File: src/hw/rtl/iplr_pkg.sv
// shared types, constants and helpers for the ipv6 longest prefix route table
package iplr_pkg;

  localparam int TABLE_DEPTH = 64;
  localparam int IDX_W       = (TABLE_DEPTH > 1) ? $clog2(TABLE_DEPTH) : 1;
  localparam int HALF_W      = 64;
  localparam int ADDR_W      = 2 * HALF_W;
  localparam int LEN_W       = 8;
  localparam int PORT_W      = 32;

  localparam logic [LEN_W-1:0] MAX_LEN  = LEN_W'(ADDR_W);
  localparam logic [IDX_W-1:0] LAST_IDX = IDX_W'(TABLE_DEPTH - 1);

  typedef enum logic [1:0] {
    OP_INSERT = 2'd0,
    OP_DELETE = 2'd1,
    OP_LOOKUP = 2'd2,
    OP_QUERY  = 2'd3
  } req_op_t;

  typedef enum logic [1:0] {
    ST_IDLE,
    ST_SCAN,
    ST_TAIL,
    ST_FINISH
  } state_t;

  // one table slot; mask is kept so the scan needs no shifter
  typedef struct packed {
    logic [ADDR_W-1:0] addr;
    logic [ADDR_W-1:0] mask;
    logic [LEN_W-1:0]  len;
    logic [ADDR_W-1:0] nexthop;
    logic [PORT_W-1:0] port;
  } entry_t;

  typedef struct packed {
    req_op_t           op;
    logic [ADDR_W-1:0] addr;
    logic [LEN_W-1:0]  len;
  } key_t;

  typedef struct packed {
    logic             hit_vld;
    logic [LEN_W-1:0] best_len;
  } scan_state_t;

  // top len bits set, len already saturated to 128
  function automatic logic [ADDR_W-1:0] prefix_mask(input logic [LEN_W-1:0] len);
    return ~({ADDR_W{1'b1}} >> len);
  endfunction

endpackage

File: src/hw/rtl/iplr_cmp.sv
// shared compare unit: decides whether the slot under scan becomes the hit
module iplr_cmp import iplr_pkg::*; (
  input  key_t        key,
  input  entry_t      ent,
  input  logic        slot_valid,
  input  scan_state_t scan,
  output logic        take_hit
);

  logic pm;
  logic len_eq;
  logic addr_eq;

  // entry mask equals key mask whenever lengths agree
  assign pm      = ((ent.addr ^ key.addr) & ent.mask) == '0;
  assign len_eq  = ent.len == key.len;
  assign addr_eq = ent.addr == key.addr;

  always_comb begin
    unique case (key.op)
      OP_INSERT, OP_DELETE: take_hit = slot_valid && !scan.hit_vld && len_eq && pm;
      OP_LOOKUP:            take_hit = slot_valid && pm &&
                                       (!scan.hit_vld || ent.len > scan.best_len);
      OP_QUERY:             take_hit = slot_valid && !scan.hit_vld && len_eq && addr_eq;
      default:              take_hit = 1'b0;
    endcase
  end

endmodule

File: config.mk
export PLATFORM = sky130hd
export DESIGN_NAME = iplr_cmp
export DESIGN_NICKNAME = d
export VERILOG_FILES = /design/src/hw/rtl/iplr_pkg.sv /design/src/hw/rtl/iplr_cmp.sv
export SDC_FILE = /design/constraint.sdc
export NUM_CORES = 1
export LEC_CHECK = 0
export ABC_AREA = 0
export BUFFER_PORTS_ARGS = -buffer_cell sky130_fd_sc_hd__clkbuf_2
export CAP_MARGIN = 20
export CELL_PAD_IN_SITES_DETAIL_PLACEMENT = 1
export CELL_PAD_IN_SITES_GLOBAL_PLACEMENT = 2
export CORE_AREA = 2 2 220 222
export DETAILED_ROUTE_END_ITERATION = 8
export DIE_AREA = 0 0 222 224
export PLACE_DENSITY = 0.54
export SLEW_MARGIN = 25
export SYNTH_ARGS = -nofsm -noshare
export SYNTH_HDL_FRONTEND = slang
export SYNTH_SLANG_ARGS = --single-unit
File: constraint.sdc
create_clock -name vclk -period 3.31
set_input_delay 0.662 -clock vclk [all_inputs]
set_output_delay 0.662 -clock vclk [all_outputs]
set_load 0.005 [all_outputs]
==> results.json <==
{
  "utilization_pct": 12.6,
  "postCtsSetupBuffers": 0,
  "firstDrtPassIters": 4,
  "routed_wl_um": 27100,
  "finalNetCount": 1378,
  "max_stage_delay_ns": 0.60,
  "drt_iter0_drc": 133,
  "multiInputGateArea_um2": 2420,
  "portBuffers": 413,
  "syn_area_um2": 2440,
  "holdBufCountCts": 0,
  "grt_max_degree": 4,
  "critPathKind": "in -> out",
  "layout-drive-gt1-share_pct": 64.9,
  "slowest_stage": "or4_1",
  "seq_cells": 0,
  "avgSynthCellArea_um2": 8.22,
  "path_cells": "clkbuf_2 > xor2_1 > a22o_1 > a221oi_2 > buf_4 > nand4_1 > or4_1 > o41ai_2 > buf_4",
  "ys_seq_area_share_pct": 0,
  "vias_per_cell": 3.14,
  "worstHoldStart": "ent[288]",
  "ir_drop_uv": 40.8,
  "power.density_nw_per_um2": 139,
  "dieArea_um2": 49700,
  "final_common_cell": "clkbuf_2",
  "synth_cell_type_count": 25,
  "syn_nets": 877,
  "n_clock_buffer": 0,
  "hold_class": "in -> out",
  "hold_viol": 0,
  "gp_congestion": 0.788,
  "ff_latch_area_um2": 0,
  "status": "complete, but fails checks",
  "pre_cts_slack_ns": -0.412,
  "ios": 573,
  "netlist_instances": 297,
  "fin_ws_ns": -0.150,
  "max_slew_margin_pct": 40.9,
  "min_to": "take_hit",
  "area_growth_pct": 145,
  "initial_core_util_pct": 5.16,
  "fin_crit_ns": 3.46,
  "crit_required_ns": 2.65,
  "report.final.slew_viol_count": 0,
  "setup_viol": 1,
  "die_w_um": 222,
  "fp.dieH_um": 224,
  "arrival_ns": 2.80,
  "violations": "negative setup slack",
  "grt_antenna_before_repair": 20,
  "grt_usage_pct": 10.4,
  "path_common_cell": "buf_4",
  "leakage_nw": 3.08,
  "startpoint_type": "input port",
  "worst_slew_pin_slew_ns": 0.884,
  "fillCellCount": 5809,
  "worst-path-max-fanout": 2,
  "period_share_pct": 105,
  "gr-total-overflow": 0,
  "min_path_cells": 6,
  "hpwlAfterDp_um": 26600,
  "final_cell_mix": "clkbuf_2 (412), xor2_1 (128), buf_4 (86)",
  "wl_per_cell_um": 19.1,
  "num_vias": 4454,
  "grt_setup_unrepaired": "yes",
  "ys_warn_count": 0,
  "coreArea_um2": 47300,
  "rows": 80,
  "critPathCaptureType": "primary output",
  "grt_pass1_vias": 5121,
  "route.detailed.drc": 0,
  "grt_pass1_wl_um": 36200,
  "ant_nets": 0,
  "maxCapViolCount": 0,
  "fmax_mhz": 289
}
## final cells by class
| cell class | count | share of cell area [%] |
|---|---|---|
| Timing Repair Buffer | 499 | 45.7 |
| Inverter | 8 | 0.503 |
| Antenna cell | 9 | 0.377 |
| Multi-Input combinational cell | 289 | 40.5 |
| Tap cell | 615 | 12.9 |
## cells in the mapped netlist
cell / instances / share of area (%)
nand2b_1: 1 / 0.26
nand4b_1: 1 / 0.36
ha_1: 8 / 4.1
a221oi_1: 6 / 2.2
a21boi_0: 1 / 0.31
inv_1: 8 / 1.2
or4_1: 3 / 0.92
a222oi_1: 1 / 0.41
a22o_1: 20 / 7.2
and4_1: 1 / 0.36
nand2_1: 4 / 0.61
nor2_1: 2 / 0.31
a22oi_1: 22 / 6.8
a21oi_1: 5 / 1.0
nand3_1: 6 / 1.2
nor4_1: 33 / 8.5
o211ai_1: 1 / 0.31
or4b_2: 1 / 0.41
xnor2_1: 8 / 2.9
nor2b_1: 1 / 0.26
nor3_1: 2 / 0.41
a221oi_2: 14 / 8.6
o41ai_2: 1 / 0.67
xor2_1: 128 / 46
nand4_1: 19 / 4.9
## metrics by stage
stage / std cells / power [W] / area, um2 / hold slack [ns] / setup TNS (ns)
2_1_floorplan: 297 / 0.000262 / 2440 / 1.58 / 0
3_5_place_dp: 1411 / 0.000857 / 5940 / 1.94 / -0.412
5_1_grt: 1411 / 0.000919 / 5950 / 1.96 / -0.269
6_report: 1420 / 0.000829 / 5970 / 1.88 / -0.150
3_3_place_gp: 1411 / 0.000853 / 5940 / 1.94 / -0.464
4_1_cts: 1411 / 0.000864 / 5950 / 1.94 / -0.330
## worst max-delay path: cells and delay by family
kind	cells	cell delay, ns
buffers and inverters	3	0.46
AND/OR/NAND/NOR	2	0.68
AO/OA/AOI/OAI	3	0.83
XOR/XNOR	1	0.17
## routing by layer
metal	GRT usage, %	vias up	share of wire, %
met2	19.5	246	50
met5	0	-	0.38
li1	-	2188	-
met3	3.79	16	9.2
met4	0	16	0.037
met1	12.0	1988	40
## how the worst max path moves through the flow
stage | start | endpoint | slack (ns)
floorplan | scan[1] | take_hit | 0.50
global placement | key[10] | take_hit | -0.46
detailed placement | key[10] | take_hit | -0.41
CTS | key[10] | take_hit | -0.33
global route | key[10] | take_hit | -0.27
finish | key[84] | take_hit | -0.15
## cells by family (layout without fill, tap and decap cells)
| group | after synthesis | after routing | synth area share [%] |
|---|---|---|---|
| AO/OA/AOI/OAI | 71 | 71 | 27.4 |
| buffers and inverters | 8 | 507 | 1.23 |
| adder cells (fa/ha/maj) | 8 | 8 | 4.10 |
| other | 0 | 9 | 0 |
| XOR/XNOR | 136 | 136 | 48.8 |
| AND/OR/NAND/NOR | 74 | 74 | 18.5 |
## where the power goes
part	leakage [nW]	total [W]	switching, W	internal (W)
Sequential	0	0	0	0
Clock	0.0000570	0.000000000365	0	0.000000000365
Combinational	3.08	0.000829	0.000391	0.000438
Total	3.08	0.000829	0.000391	0.000438
## timing repair
action,in CTS,in global routing
endpoints found under the hold margin,0,0
setup endpoints to repair,1,1
pin swaps,3,2
gates resized for setup,3,1
No activity file was read; power rests on OpenSTA's default activity.
